### src/hdl/sharded_scatter_write_address_gen_unit_defines.svh
// Assertion macros used by the file that checks this block.
// Each expects clk_i and rst_ni in scope.
`ifndef SHARDED_SCATTER_WRITE_ADDRESS_GEN_UNIT_DEFINES_SVH
`define SHARDED_SCATTER_WRITE_ADDRESS_GEN_UNIT_DEFINES_SVH

// Same-cycle implication.
`define SSWAG_ASSERT_IMP(label, ante, cons, msg) \
  label: assert property (@(posedge clk_i) disable iff (!rst_ni) (ante) |-> (cons)) \
    else $error(msg);

// Next-cycle implication.
`define SSWAG_ASSERT_NXT(label, ante, cons, msg) \
  label: assert property (@(posedge clk_i) disable iff (!rst_ni) (ante) |=> (cons)) \
    else $error(msg);

`endif

### src/hdl/sswag_pkg.sv
`timescale 1ns / 1ps
`default_nettype none

package sswag_pkg;

  localparam int NumChannelsDef = 8;
  localparam int MaxCoresDef    = 64;
  localparam int SegLimit       = 64;

  typedef enum logic {
    CMD_BEGIN = 1'b0,
    CMD_CHUNK = 1'b1
  } cmd_e;

  typedef enum logic [2:0] {
    CFG_WIDTH_SHARD_MODE      = 3'd0,
    CFG_BLOCK_SIZE            = 3'd1,
    CFG_ROWS_PER_CORE         = 3'd2,
    CFG_ROW_GAP               = 3'd3,
    CFG_FIRST_BLOCK_REMAINING = 3'd4,
    CFG_START_SHARD_OFFSET    = 3'd5,
    CFG_BASE_ADDRESS          = 3'd6,
    CFG_WRAP_STEP             = 3'd7
  } cfg_e;

  typedef struct packed {
    cmd_e        cmd;
    logic [15:0] byte_count;
    logic        end_of_transfer;
    logic [5:0]  start_core;
    logic [11:0] start_row;
    logic [7:0]  start_ring;
    logic [7:0]  ring_count;
  } in_item_t;

  typedef struct packed {
    logic [5:0]  core_index;
    logic [31:0] dest_offset;
    logic [15:0] segment_bytes;
    logic [2:0]  channel;
    logic [15:0] source_offset;
    logic        last;
    logic        core_overflow;
  } out_item_t;

  // Controller to datapath.
  typedef struct packed {
    logic load_begin;
    logic load_chunk;
    logic seg_step;
    logic finish;
    logic restart;
  } dp_cmd_t;

  // Datapath to controller.
  typedef struct packed {
    logic rem_zero;
    logic seg_last;
    logic out_free;
    logic eot;
  } dp_stat_t;

endpackage

`default_nettype wire

### src/hdl/sswag_stream_if.sv
`timescale 1ns / 1ps
`default_nettype none

interface sswag_stream_if #(
  parameter type T = logic
);
  logic valid;
  logic ready;
  T     data;

  modport source (output valid, output data, input ready);
  modport sink   (input valid, input data, output ready);
endinterface

`default_nettype wire

### src/hdl/sharded_scatter_write_address_gen_unit.sv
// Scatter write address generator for sharded destination buffers.
// Input channel item_in_i carries begin items (load start core, row, ring
// index and ring reload, and take the base from base_address) and chunk
// items (byte count and end-of-transfer flag). Each chunk is split into
// write segments, one result item on result_out_o per segment, at most 64
// per chunk; the last segment carries last = 1.
// Configuration is written through cfg_we_i / cfg_index_i / cfg_data_i;
// the user must write it only while idle, as the block does not enforce it.
// A chunk is accepted, takes one segment step per segment and a finish
// step, plus a restart step with end of transfer; an empty chunk takes
// no segment step, and a begin item only the accept and a restart step.
// While the output is free, one segment per cycle goes from the segment
// loop into a single output register, visible the cycle after it is made.
// A stalled receiver holds the output register and pauses the segment
// loop; a new input item is still accepted while the final result waits.
// Reset is asynchronous and active low; it clears all position state and
// returns the configuration registers to their defaults.
`timescale 1ns / 1ps
`default_nettype none
`include "sharded_scatter_write_address_gen_unit_defines.svh"

module sharded_scatter_write_address_gen_unit #(
  parameter int RX_CHANNELS = sswag_pkg::NumChannelsDef,
  parameter int MAX_CORES   = sswag_pkg::MaxCoresDef
) (
  input  wire                    clk_i,
  input  wire                    rst_ni,
  input  wire                    cfg_we_i,
  input  wire  [2:0]             cfg_index_i,
  input  wire  [31:0]            cfg_data_i,
  sswag_stream_if.sink           item_in_i,
  sswag_stream_if.source         result_out_o
);

  localparam int LastCoreInt = (MAX_CORES >= 64) ? 63 : (MAX_CORES - 1);
  localparam logic [5:0] LastCore = 6'(LastCoreInt);

  sswag_pkg::dp_cmd_t   dp_cmd;
  sswag_pkg::dp_stat_t  dp_stat;
  sswag_pkg::in_item_t  in_data;
  sswag_pkg::out_item_t out_data;
  logic                 in_ready;
  logic                 out_valid;

  assign in_data            = item_in_i.data;
  assign item_in_i.ready    = in_ready;
  assign result_out_o.valid = out_valid;
  assign result_out_o.data  = out_data;

  sswag_ctrl u_ctrl (
    .clk_i      (clk_i),
    .rst_ni     (rst_ni),
    .in_valid_i (item_in_i.valid),
    .in_cmd_i   (in_data.cmd),
    .in_ready_o (in_ready),
    .stat_i     (dp_stat),
    .cmd_o      (dp_cmd)
  );

  sswag_dp #(
    .RX_CHANNELS (RX_CHANNELS),
    .MAX_CORES   (MAX_CORES)
  ) u_dp (
    .clk_i       (clk_i),
    .rst_ni      (rst_ni),
    .cfg_we_i    (cfg_we_i),
    .cfg_index_i (sswag_pkg::cfg_e'(cfg_index_i)),
    .cfg_data_i  (cfg_data_i),
    .in_data_i   (in_data),
    .cmd_i       (dp_cmd),
    .stat_o      (dp_stat),
    .out_valid_o (out_valid),
    .out_ready_i (result_out_o.ready),
    .out_data_o  (out_data)
  );

  `SSWAG_ASSERT_IMP(a_no_seg_while_idle, in_ready, !dp_cmd.seg_step, "segment while idle")
  `SSWAG_ASSERT_NXT(a_last_ends_loop, dp_cmd.seg_step && dp_stat.seg_last, !dp_cmd.seg_step, "segment after last")
  `SSWAG_ASSERT_IMP(a_ovf_at_last_core, out_valid && out_data.core_overflow, out_data.core_index == LastCore, "overflow off last core")
  `SSWAG_ASSERT_IMP(a_seg_nonzero, out_valid, out_data.segment_bytes != 16'd0, "empty segment")

endmodule

`default_nettype wire

### src/hdl/sswag_ctrl.sv
`timescale 1ns / 1ps
`default_nettype none

module sswag_ctrl (
  input  wire                 clk_i,
  input  wire                 rst_ni,
  input  wire                 in_valid_i,
  input  sswag_pkg::cmd_e     in_cmd_i,
  output logic                in_ready_o,
  input  sswag_pkg::dp_stat_t stat_i,
  output sswag_pkg::dp_cmd_t  cmd_o
);

  typedef enum logic [1:0] {
    ST_IDLE,
    ST_SEG,
    ST_FINISH,
    ST_RESTART
  } state_e;

  state_e state_q;
  logic   accept;

  assign in_ready_o = (state_q == ST_IDLE);
  assign accept     = in_valid_i && in_ready_o;

  always_comb begin
    cmd_o = '0;
    unique case (state_q)
      ST_IDLE: begin
        cmd_o.load_begin = accept && (in_cmd_i == sswag_pkg::CMD_BEGIN);
        cmd_o.load_chunk = accept && (in_cmd_i == sswag_pkg::CMD_CHUNK);
      end
      ST_SEG: begin
        cmd_o.seg_step = !stat_i.rem_zero && stat_i.out_free;
      end
      ST_FINISH: begin
        cmd_o.finish = 1'b1;
      end
      ST_RESTART: begin
        cmd_o.restart = 1'b1;
      end
      default: cmd_o = '0;
    endcase
  end

  always_ff @(posedge clk_i or negedge rst_ni) begin
    if (!rst_ni) begin
      state_q <= ST_IDLE;
    end else begin
      unique case (state_q)
        ST_IDLE: begin
          if (accept) begin
            state_q <= (in_cmd_i == sswag_pkg::CMD_BEGIN) ? ST_RESTART : ST_SEG;
          end
        end
        ST_SEG: begin
          // An empty chunk skips straight to the channel and ring update.
          if (stat_i.rem_zero) begin
            state_q <= ST_FINISH;
          end else if (stat_i.out_free && stat_i.seg_last) begin
            state_q <= ST_FINISH;
          end
        end
        ST_FINISH: begin
          state_q <= stat_i.eot ? ST_RESTART : ST_IDLE;
        end
        ST_RESTART: begin
          state_q <= ST_IDLE;
        end
        default: state_q <= ST_IDLE;
      endcase
    end
  end

endmodule

`default_nettype wire

### src/hdl/sswag_dp.sv
`timescale 1ns / 1ps
`default_nettype none

module sswag_dp #(
  parameter int RX_CHANNELS = sswag_pkg::NumChannelsDef,
  parameter int MAX_CORES   = sswag_pkg::MaxCoresDef
) (
  input  wire                  clk_i,
  input  wire                  rst_ni,
  input  wire                  cfg_we_i,
  input  sswag_pkg::cfg_e      cfg_index_i,
  input  wire  [31:0]          cfg_data_i,
  input  sswag_pkg::in_item_t  in_data_i,
  input  sswag_pkg::dp_cmd_t   cmd_i,
  output sswag_pkg::dp_stat_t  stat_o,
  output logic                 out_valid_o,
  input  wire                  out_ready_i,
  output sswag_pkg::out_item_t out_data_o
);

  localparam int ChW         = (RX_CHANNELS > 1) ? $clog2(RX_CHANNELS) : 1;
  localparam int LastCoreInt = (MAX_CORES >= 64) ? 63 : (MAX_CORES - 1);
  localparam logic [5:0] LastCore = 6'(LastCoreInt);
  localparam logic [5:0] LastSeg  = 6'(sswag_pkg::SegLimit - 1);
  localparam logic [ChW-1:0] LastCh = ChW'(RX_CHANNELS - 1);

  // Configuration registers.
  logic        wsm_q;
  logic [15:0] block_size_q;
  logic [11:0] rows_q;
  logic [15:0] row_gap_q;
  logic [15:0] fbr_q;
  logic [31:0] sso_q;
  logic [31:0] base_addr_q;
  logic [31:0] wrap_q;

  // Position state.
  logic [5:0]     core_q;
  logic [11:0]    row_q;
  logic [31:0]    woff_q;
  logic [15:0]    bleft_q;
  logic [31:0]    base_q;
  logic [7:0]     ring_q;
  logic [7:0]     reload_q;
  logic [5:0]     core_start_q;
  logic [11:0]    row_start_q;
  logic [ChW-1:0] ch_q;

  // Per-chunk state.
  logic [15:0] rem_q;
  logic [15:0] src_q;
  logic [5:0]  nseg_q;
  logic        eot_q;
  logic        out_valid_q;

  // Segment arithmetic.
  logic [15:0]    bs_nz;
  logic [15:0]    fbr_nz;
  logic [15:0]    left;
  logic           fits;
  logic [15:0]    seg;
  logic [15:0]    rem_after;
  logic           seg_last;
  logic           core_at_end;
  logic [5:0]     core_adv;
  logic [11:0]    row_inc;
  logic           row_hit;
  logic [5:0]     core_nxt;
  logic [11:0]    row_nxt;
  logic [31:0]    woff_nxt;
  logic           ovf;
  logic [5:0]     core_clamped;
  logic [ChW+2:0] ch_wide;

  assign bs_nz     = (block_size_q == 16'd0) ? 16'd1 : block_size_q;
  assign fbr_nz    = (fbr_q == 16'd0) ? 16'd1 : fbr_q;
  assign left      = (bleft_q != 16'd0) ? bleft_q : bs_nz;
  assign fits      = left > rem_q;
  assign seg       = fits ? rem_q : left;
  assign rem_after = rem_q - seg;
  assign seg_last  = (rem_after == 16'd0) || (nseg_q == LastSeg);

  assign core_at_end  = core_q >= LastCore;
  assign core_adv     = core_at_end ? LastCore : core_q + 6'd1;
  assign row_inc      = row_q + 12'd1;
  assign row_hit      = row_inc == rows_q;
  assign core_clamped = (core_start_q > LastCore) ? LastCore : core_start_q;
  assign ch_wide      = (ChW + 3)'(ch_q);

  always_comb begin
    core_nxt = core_q;
    row_nxt  = row_q;
    woff_nxt = woff_q;
    ovf      = 1'b0;
    if (fits) begin
      woff_nxt = woff_q + 32'(rem_q);
    end else if (wsm_q && !row_hit) begin
      row_nxt  = row_inc;
      woff_nxt = woff_q + 32'(left) + 32'(row_gap_q);
    end else begin
      // The block is full and the core moves on, saturating at the last core.
      if (wsm_q) begin
        row_nxt = 12'd0;
      end
      core_nxt = core_adv;
      ovf      = core_at_end;
      woff_nxt = base_q;
    end
  end

  assign stat_o.rem_zero = (rem_q == 16'd0);
  assign stat_o.seg_last = seg_last;
  assign stat_o.out_free = !out_valid_q || out_ready_i;
  assign stat_o.eot      = eot_q;

  assign out_valid_o = out_valid_q;

  always_ff @(posedge clk_i or negedge rst_ni) begin
    if (!rst_ni) begin
      wsm_q        <= 1'b0;
      block_size_q <= 16'd32;
      rows_q       <= 12'd1;
      row_gap_q    <= 16'd0;
      fbr_q        <= 16'd32;
      sso_q        <= 32'd0;
      base_addr_q  <= 32'd0;
      wrap_q       <= 32'd0;
    end else if (cfg_we_i) begin
      unique case (cfg_index_i)
        sswag_pkg::CFG_WIDTH_SHARD_MODE:      wsm_q        <= cfg_data_i[0];
        sswag_pkg::CFG_BLOCK_SIZE:            block_size_q <= cfg_data_i[15:0];
        sswag_pkg::CFG_ROWS_PER_CORE:         rows_q       <= cfg_data_i[11:0];
        sswag_pkg::CFG_ROW_GAP:               row_gap_q    <= cfg_data_i[15:0];
        sswag_pkg::CFG_FIRST_BLOCK_REMAINING: fbr_q        <= cfg_data_i[15:0];
        sswag_pkg::CFG_START_SHARD_OFFSET:    sso_q        <= cfg_data_i;
        sswag_pkg::CFG_BASE_ADDRESS:          base_addr_q  <= cfg_data_i;
        sswag_pkg::CFG_WRAP_STEP:             wrap_q       <= cfg_data_i;
        default: ;
      endcase
    end
  end

  always_ff @(posedge clk_i or negedge rst_ni) begin
    if (!rst_ni) begin
      core_q       <= '0;
      row_q        <= '0;
      woff_q       <= '0;
      bleft_q      <= '0;
      base_q       <= '0;
      ring_q       <= '0;
      reload_q     <= '0;
      core_start_q <= '0;
      row_start_q  <= '0;
      ch_q         <= '0;
      rem_q        <= '0;
      src_q        <= '0;
      nseg_q       <= '0;
      eot_q        <= 1'b0;
    end else begin
      if (cmd_i.load_begin) begin
        core_start_q <= in_data_i.start_core;
        row_start_q  <= in_data_i.start_row;
        ring_q       <= in_data_i.start_ring;
        reload_q     <= in_data_i.ring_count;
        base_q       <= base_addr_q;
        ch_q         <= '0;
        eot_q        <= 1'b0;
      end
      if (cmd_i.load_chunk) begin
        rem_q  <= in_data_i.byte_count;
        src_q  <= 16'd0;
        nseg_q <= 6'd0;
        eot_q  <= in_data_i.end_of_transfer;
      end
      if (cmd_i.seg_step) begin
        core_q  <= core_nxt;
        row_q   <= row_nxt;
        woff_q  <= woff_nxt;
        bleft_q <= fits ? (left - rem_q) : bs_nz;
        // Bytes beyond the segment limit are dropped with the chunk.
        rem_q   <= seg_last ? 16'd0 : rem_after;
        src_q   <= src_q + seg;
        nseg_q  <= nseg_q + 6'd1;
      end
      if (cmd_i.finish) begin
        ch_q <= (ch_q == LastCh) ? '0 : ch_q + 1'b1;
        if (eot_q) begin
          if (ring_q == 8'd0) begin
            ring_q <= reload_q;
            base_q <= base_q + wrap_q;
          end else begin
            ring_q <= ring_q - 8'd1;
            base_q <= base_q - 32'(block_size_q);
          end
        end
      end
      if (cmd_i.restart) begin
        bleft_q <= fbr_nz;
        woff_q  <= sso_q + base_q;
        row_q   <= row_start_q;
        core_q  <= core_clamped;
      end
    end
  end

  always_ff @(posedge clk_i or negedge rst_ni) begin
    if (!rst_ni) begin
      out_valid_q <= 1'b0;
    end else if (cmd_i.seg_step) begin
      out_valid_q <= 1'b1;
    end else if (out_ready_i) begin
      out_valid_q <= 1'b0;
    end
  end

  always_ff @(posedge clk_i) begin
    if (cmd_i.seg_step) begin
      out_data_o.core_index    <= core_q;
      out_data_o.dest_offset   <= woff_q;
      out_data_o.segment_bytes <= seg;
      out_data_o.channel       <= ch_wide[2:0];
      out_data_o.source_offset <= src_q;
      out_data_o.last          <= seg_last;
      out_data_o.core_overflow <= ovf;
    end
  end

endmodule

`default_nettype wire
### src/flat_wrapper.sv
// flat-port wrapper written by rule: the top's interface ports become plain ports
module sharded_scatter_write_address_gen_unit_flat 
#(
  parameter int RX_CHANNELS = sswag_pkg::NumChannelsDef,
  parameter int MAX_CORES   = sswag_pkg::MaxCoresDef
)
  (clk_i, rst_ni, cfg_we_i, cfg_index_i, cfg_data_i, item_in_i_valid, item_in_i_data, item_in_i_ready, result_out_o_valid, result_out_o_data, result_out_o_ready);
  sswag_stream_if item_in_i_i ();
  sswag_stream_if result_out_o_i ();
  input  wire clk_i;
  input  wire rst_ni;
  input  wire cfg_we_i;
  input  wire  [2:0] cfg_index_i;
  input  wire  [31:0] cfg_data_i;
  input wire logic [$bits(item_in_i_i.valid)-1:0] item_in_i_valid;
  input wire logic [$bits(item_in_i_i.data)-1:0] item_in_i_data;
  output wire logic [$bits(item_in_i_i.ready)-1:0] item_in_i_ready;
  output wire logic [$bits(result_out_o_i.valid)-1:0] result_out_o_valid;
  output wire logic [$bits(result_out_o_i.data)-1:0] result_out_o_data;
  input wire logic [$bits(result_out_o_i.ready)-1:0] result_out_o_ready;
  assign item_in_i_i.valid = item_in_i_valid;
  assign item_in_i_i.data = item_in_i_data;
  assign item_in_i_ready = item_in_i_i.ready;
  assign result_out_o_valid = result_out_o_i.valid;
  assign result_out_o_data = result_out_o_i.data;
  assign result_out_o_i.ready = result_out_o_ready;
  sharded_scatter_write_address_gen_unit #(.RX_CHANNELS(RX_CHANNELS), .MAX_CORES(MAX_CORES)) u_core (.clk_i(clk_i), .rst_ni(rst_ni), .cfg_we_i(cfg_we_i), .cfg_index_i(cfg_index_i), .cfg_data_i(cfg_data_i), .item_in_i(item_in_i_i), .result_out_o(result_out_o_i));
endmodule
### config.mk
export PLATFORM = sky130hd
export DESIGN_NAME = sharded_scatter_write_address_gen_unit_flat
export DESIGN_NICKNAME = d
export VERILOG_FILES = /design/src/hdl/sswag_pkg.sv /design/src/hdl/sswag_stream_if.sv /design/src/hdl/sharded_scatter_write_address_gen_unit.sv /design/src/hdl/sswag_ctrl.sv /design/src/hdl/sswag_dp.sv /design/src/flat_wrapper.sv
export VERILOG_INCLUDE_DIRS = /design/src /design/src/hdl
export SDC_FILE = /design/constraint.sdc
export NUM_CORES = 1
export LEC_CHECK = 0
export ABC_AREA = 1
export BUFFER_PORTS_ARGS = -buffer_cell sky130_fd_sc_hd__buf_2
export CORE_MARGIN = 1.5
export CORE_UTILIZATION = 56
export CTS_BUF_LIST = sky130_fd_sc_hd__clkbuf_4 sky130_fd_sc_hd__clkbuf_8 sky130_fd_sc_hd__clkbuf_16
export CTS_CLUSTER_DIAMETER = 60
export DETAILED_ROUTE_END_ITERATION = 7
export PLACE_DENSITY = 0.81
export SLEW_MARGIN = 20
export SYNTH_ARGS = -nofsm -noshare
export SYNTH_HDL_FRONTEND = slang
export SYNTH_SLANG_ARGS = --single-unit
export TNS_END_PERCENT = 50
### constraint.sdc
create_clock -name clk_i -period 4.75 [get_ports clk_i]
set_input_delay 0.475 -clock clk_i [delete_from_list [all_inputs] [get_ports clk_i]]
set_output_delay 0.475 -clock clk_i [all_outputs]
set_load 0.005 [all_outputs]
Word-level counts from Yosys, hierarchy flattened

Cells that the tools add are included.

Register bits: 106
Output and inout port bits: 3

$add $sub $neg: 5
Order comparisons: 2
Equal/unequal tests: 12
Muxes and demuxes: 34
Reductions and logical operators: 29

Operators with widths:

| cell                                                                   | number |
|---|---|
| 16-bit two-way mux                                                     | 10 |
| 16-bit logical NOT                                                     | 4 |
| 12-bit two-way mux                                                     | 5 |
| 6-bit two-way mux                                                      | 7 |
| 16-bit subtractor                                                      | 2 |
| 16-bit greater-than comparator                                         | 1 |
| 16-bit nonzero test                                                    | 1 |
| 12-bit by 1-bit adder with 12-bit output (second input constant)       | 1 |
| 6-bit by 1-bit adder with 6-bit output (second input constant)         | 2 |
| 12-bit equality test                                                   | 1 |
| 2-bit two-way mux                                                      | 5 |
| 2-bit AND reduction                                                    | 5 |
| 2-bit case mux with 4 select lines                                     | 1 |
| 2-bit nonzero test                                                     | 4 |
| 6-bit equality test (second input constant)                            | 1 |
| 6-bit >= comparator (second input constant)                            | 1 |
| 1-bit two-way mux                                                      | 6 |
| 2-bit by 1-bit != test with 1-bit output (second input constant)       | 3 |
| 3-bit AND reduction                                                    | 2 |
| 2-bit equality test (second input constant)                            | 2 |
| 1-bit logical AND                                                      | 4 |
| 3-bit by 1-bit equality test with 1-bit output (second input constant) | 1 |
| 3-bit by 2-bit equality test with 1-bit output (second input constant) | 1 |
| 3-bit equality test (second input constant)                            | 1 |
| other kinds (8)                                                        | 11 |

Depth between registers and ports, before layout

Depth in word-level cells: 12
Gate-level depth with buffers: 39
Depth with buffers taken out: 37

Cells and area by module

From an unflattened synthesis, not the netlist that was laid out.

Cells, all modules: 3,507
Area, all modules: 26,800.7 µm²

By module, submodules not included:

| module                                 | instances | cells an instance | area an instance (µm²) | seq. area each (µm²) |
|---|---|---|---|---|
| sswag_dp                               | 1         | 3,477             | 26,636.8               | 10,563.9 |
| sswag_ctrl                             | 1         | 29                | 160.2                  | 50.0 |
| sharded_scatter_write_address_gen_unit | 1         | 1                 | 3.8                    | 0.0 |

Worst setup path after synthesis

Ideal clock, no wire load.

Path type: reg2reg
Start point: register u_core.u_dp.bleft_q[12]
End point: register u_core.u_dp.rem_q[6]
Setup time: 0.134 ns
Arrival: 4.475 ns
Slack: 0.142 ns
Cell stages (with the launch flop): 38
Buffers on the path: 3
Period minus slack after synthesis: 4.608 ns
Path through: dfrtp_1 > nor2_1 > nand3_1 > nor2_1 > nand2_1 > inv_1 > clkbuf_1 > a21oi_1 > ha_1 > inv_1 > fa_1 > nand3_1 > nand3_1 > nand2_1 > nand2_2 > nand2_1 > nand2_1 > nand2_1 > (+2 left out) > o21ai_0 > ha_1 > fa_1 > inv_1 > nand3_1 > nand2_1 > nand2_1 > nand2_1 > nand2_1 > nand2_1 > nand2_1 > nor2_1 > nand3_1 > nor2_1 > nand2_1 > nand2_2 > buf_6 > o22ai_1

Word-level cells in the longest chain between the ends: 9

Ends and longest elaborated chain:

| element                        | line            | RTL |
|---|---|---|
| start: declaration             | sswag_dp.sv:41  | `logic [15:0] bleft_q;` |
| start signal: assignment       | sswag_dp.sv:179 | `bleft_q <= fits ? (left - rem_q) : bs_nz;` |
| start signal: assignment       | sswag_dp.sv:198 | `bleft_q <= fbr_nz;` |
| 16-bit nonzero test            | sswag_dp.sv:77  | `assign left = (bleft_q != 16'd0) ? bleft_q : bs_nz;` |
| 16-bit two-way mux (*)         | sswag_dp.sv:77  |  |
| 16-bit greater-than comparator | sswag_dp.sv:78  | `assign fits = left > rem_q;` |
| 16-bit two-way mux (*)         | sswag_dp.sv:79  | `assign seg = fits ? rem_q : left;` |
| 16-bit subtractor (*)          | sswag_dp.sv:80  | `assign rem_after = rem_q - seg;` |
| 16-bit logical NOT             | sswag_dp.sv:81  | `assign seg_last = (rem_after == 16'd0) \|\| (nseg_q == LastSeg);` |
| 1-bit logical OR               | sswag_dp.sv:81  |  |
| 16-bit two-way mux (*)         | sswag_dp.sv:181 | `rem_q <= seg_last ? 16'd0 : rem_after;` |
| 16-bit two-way mux (*)         | sswag_dp.sv:175 | `if (cmd_i.seg_step) begin` |
| end signal: assignment         | sswag_dp.sv:170 | `rem_q <= in_data_i.byte_count;` |
| end signal: assignment         | sswag_dp.sv:181 |  |
| end: declaration               | sswag_dp.sv:50  | `logic [15:0] rem_q;` |

Mark *: on every way between the ends. The rest lies on a longest branch, timed or not.
A chain may end at the register's enable or synchronous reset.

Worst setup path after layout

Start point: register u_core.u_dp.bleft_q[6]
End point: register u_core.u_dp.rem_q[2]

The elaborated chain is that of the path after synthesis.

==> Flow_metrics.wiki <==
{| class="wikitable"
! Metric !! Value
|-
| Largest fanout on the critical path || 18
|-
| CTS root buffer || sky130_fd_sc_hd__clkbuf_16
|-
| Count of yosys warnings during synthesis || 0
|-
| Placed instance area || 7770 µm²
|-
| Max Freq || 206 MHz
|-
| Primary flip-flop cell chosen by synthesis mapping || sky130_fd_sc_hd__dfrtp_1
|-
| Number of max-cap violations || 0
|-
| Design area || 8530 µm²
|-
| Critical path arrival || 5.05 ns
|-
| Count of routing violations after the opening detailed-route iteration || 744
|-
| Fin crit share || 102%
|-
| Total area of sequential cells || 2640 µm²
|-
| CP dominant cell by count || sky130_fd_sc_hd__nand2_1
|-
| Number of synthesized register bits || 105
|-
| Vias in the first global route || 6,400
|-
| Cell area after synthesis || 7150 µm²
|-
| Max-slew headroom at the worst pin || 33.5%
|-
| Clock latency on the worst-skew pair || 0.35 ns
|-
| Number of port buffers || 26
|-
| Total CTS buffers || 9
|-
| RSZ-0062 raised after global routing || yes
|-
| Delay of the slowest critical-path stage || 0.42 ns
|-
| Crit Path Category || register to register
|-
| Core Rows || 41
|-
| Clk sinks || 105
|-
| Number of antenna violations at the first check in global routing || 0
|-
| Sort of element at the end of the critical path || register
|-
| Final HPWL DP || 13,000 µm
|-
| Weighted congestion reported at the end of routability-driven placement || 0.935
|-
| Initial standard-cell utilization of the core || 57.1%
|-
| Final ANT Viol Nets || 0
|-
| CTS H-tree depth || 3
|-
| Via-per-instance ratio || 5.62
|-
| Hold WC Path Type || input pin to async pin
|-
| Post-synthesis to final-layout area growth || 19.3%
|-
| Worst endpoint required time || 4.96 ns
|-
| Std-Cell Core Area || 12,500 µm²
|-
| First-pass GRT wire length || 29,200 µm
|-
| Aggregate negative setup slack || -0.820 ns
|-
| Wire length per cell || 15.0 µm
|-
| Number of synthesized flops with an enable pin || 1
|-
| I/O pin cnt || 44
|-
| Portion of the post-synthesis area used by sequential elements || 36.9%
|-
| Netlist cell types || 44
|-
| Final Max Tran Viols || 0
|-
| Number of instances in the synthesized netlist || 1,025
|-
| Total nets after synthesis || 1,102
|-
| Proportion of register bits with asynchronous set or reset after synthesis || 99.0%
|-
| Worst-case setup margin in the final layout || -0.0946 ns
|-
| Cell at the slowest stage of the critical path || sky130_fd_sc_hd__dfrtp_1
|-
| Ranking of synthesized cells by instance count || 292 x sky130_fd_sc_hd__nand2_1, 142 x sky130_fd_sc_hd__inv_1, 101 x sky130_fd_sc_hd__dfrtp_1
|-
| Vertical die dimension || 116 µm
|-
| Category of the worst setup path launch point || register
|-
| Syn Area/Cell || 6.97 µm²
|-
| Hold violation count in the final report || 0
|-
| Vias post-DR || 7,175
|-
| Maximum clock insertion buffer count || 2
|-
| Clock transition at the registers of the reported paths || 0.07 ns
|-
| Most frequently used cell type in the post-synthesis netlist || sky130_fd_sc_hd__nand2_1
|-
| Post-place setup slack || 0.0199 ns
|-
| Diode insertion count for antenna repair || 0
|-
| Detailed-route wire length || 19,200 µm
|-
| Filler Cells Inserted || 1,065
|-
| Overall fraction of global-route tracks in use || 27.3%
|-
| First drt pass iteration count || 6
|-
| Die X || 116 µm
|-
| Overflow left after global routing || 0
|-
| # setup viols final || 15
|-
| Status || complete, but fails checks
|-
| Core utilization of the finished layout || 68.1%
|-
| NumNets Final || 1,176
|-
| Area contributors post-synth || sky130_fd_sc_hd__dfrtp_1 35%, sky130_fd_sc_hd__nand2_1 15%, sky130_fd_sc_hd__inv_1 7.5%
|-
| Ratio of cells with drive above 1 in the final layout || 17.5%
|-
| Multi-input gate area || 4130 µm²
|-
| Area share of the largest cell type after synthesis || 35.4%
|-
| Area of the die || 13,400 µm²
|-
| Pin count of the biggest net entering global routing || 80
|-
| Transition time of the tightest slew-check pin || 0.994 ns
|-
| Failing checks || setup timing
|-
| TritonCTS clock tree || done
|-
| Cell type with the largest total area after synthesis || sky130_fd_sc_hd__dfrtp_1
|-
| Post-route minimum period || 4.84 ns
|-
| Largest clock skew in the final design || 0.00936 ns
|-
| Remaining design rule violation count || 0
|}
-- cells in the final DEF (no fill, tap or decap), types with 5 or more instances in the layout --
| cell type | synthesis | final |
|---|---|---|
| sky130_fd_sc_hd__a21oi_1 | 55 | 41 |
| sky130_fd_sc_hd__a21oi_2 | 0 | 13 |
| sky130_fd_sc_hd__buf_2 | 2 | 25 |
| sky130_fd_sc_hd__buf_4 | 1 | 55 |
| sky130_fd_sc_hd__clkbuf_16 | 0 | 11 |
| sky130_fd_sc_hd__dfrtp_1 | 101 | 101 |
| sky130_fd_sc_hd__ha_1 | 34 | 25 |
| sky130_fd_sc_hd__ha_4 | 0 | 6 |
| sky130_fd_sc_hd__inv_1 | 142 | 137 |
| sky130_fd_sc_hd__nand2_1 | 292 | 270 |
| sky130_fd_sc_hd__nand2_2 | 3 | 24 |
| sky130_fd_sc_hd__nand3_1 | 76 | 72 |
| sky130_fd_sc_hd__nand3_2 | 1 | 5 |
| sky130_fd_sc_hd__nand4_1 | 18 | 18 |
| sky130_fd_sc_hd__nor2_1 | 77 | 73 |
| sky130_fd_sc_hd__nor3_1 | 6 | 6 |
| sky130_fd_sc_hd__nor4_1 | 12 | 11 |
| sky130_fd_sc_hd__o211ai_1 | 5 | 5 |
| sky130_fd_sc_hd__o21ai_0 | 89 | 83 |
| sky130_fd_sc_hd__o21ai_1 | 2 | 6 |
| sky130_fd_sc_hd__o22ai_1 | 18 | 16 |
| sky130_fd_sc_hd__or2_2 | 6 | 6 |
| sky130_fd_sc_hd__xnor2_1 | 9 | 9 |
| sky130_fd_sc_hd__xor2_1 | 17 | 17 |
-- metal layers --
metal  vias to the layer above  wire length (µm)  global-route usage [%]
met2                       266              9290                    47.9
met5                         -                 0                       0
met4                         0               435                    7.97
met1                      3367              8290                    35.2
li1                       3495                 -                       -
met3                        47              1140                    3.82
-- registers in the layout (all words and copies together) (netlist names) --
name,cells
u_core.u_dp.bleft_q,16
u_core.u_dp.block_size_q,16
u_core.u_dp.fbr_q,16
u_core.u_dp.rem_q,16
u_core.u_dp.row_q,12
u_core.u_dp.rows_q,12
u_core.u_dp.core_q,6
u_core.u_dp.nseg_q,6
u_core.u_ctrl.state_q,2
u_core.u_dp.out_data_o,1
u_core.u_dp.out_valid_o,1
u_core.u_dp.wsm_q,1
-- cell families (layout without fill, tap and decap cells) --
family	Yosys count	count (layout)	share of synthesized area (%)
simple gates	502	503	30.2
compound gates	184	184	14.0
buf+inv	172	250	9.25
flops	105	105	36.9
fa+ha+maj	36	36	6.51
xor+xnor	26	26	3.19
-- path summary, 6_finish.rpt --
path / startpoint / end / slack [ns] / cells past startpoint
max in group asynchronous: rst_ni / u_core.u_dp.rem_q[3] / 3.58 / 2
min in group clk_i: item_in_i_valid / u_core.u_ctrl.state_q[0] / 0.35 / 3
worst min-delay path: rst_ni / u_core.u_dp.block_size_q[13] / 0.26 / 1
worst max register to register: u_core.u_dp.bleft_q[6] / u_core.u_dp.rem_q[2] / -0.09 / 35
worst min register to register: u_core.u_dp.nseg_q[5] / u_core.u_dp.nseg_q[5] / 0.49 / 1
worst max-delay path: u_core.u_dp.bleft_q[6] / u_core.u_dp.rem_q[2] / -0.09 / 35
-- stage by stage --
step / hold slack [ns] / instances
2_1_floorplan: 0.179 / 1025
3_3_place_gp: 0.460 / 1244
3_5_place_dp: 0.474 / 1244
4_1_cts: 0.325 / 1260
5_1_grt: 0.362 / 1276
6_report: 0.263 / 1276
-- area by class of cell --
cell class / instances / share of cell area, %
clock inverter: 5 / 0.719
inverter: 145 / 6.46
clock buffer: 11 / 2.89
sequential: 105 / 30.9
tap: 172 / 2.52
timing repair buffer: 89 / 8.07
multi-input combinational: 749 / 48.4
-- what timing repair did --
action	in CTS	in global routing
endpoints found under the hold margin	0	0
cloned	0	4
hold buffers	0	0
setup endpoints to repair	11	18
pin swaps	0	32
setup buffers	0	12
gates resized for setup	1	81
-- critical path: cells and delay by family (launching register included) --
kind                       cells  cell delay, ns
AOI/OAI and AO/OA              4            0.53
adders and majority gates      2            0.62
buffers and inverters          9            0.90
DFF                            1            0.42
and+or+nand+nor               20            2.27
Power is not shown: default switching activity piles up to over one toggle a cycle in this logic, so the estimate is an artifact.
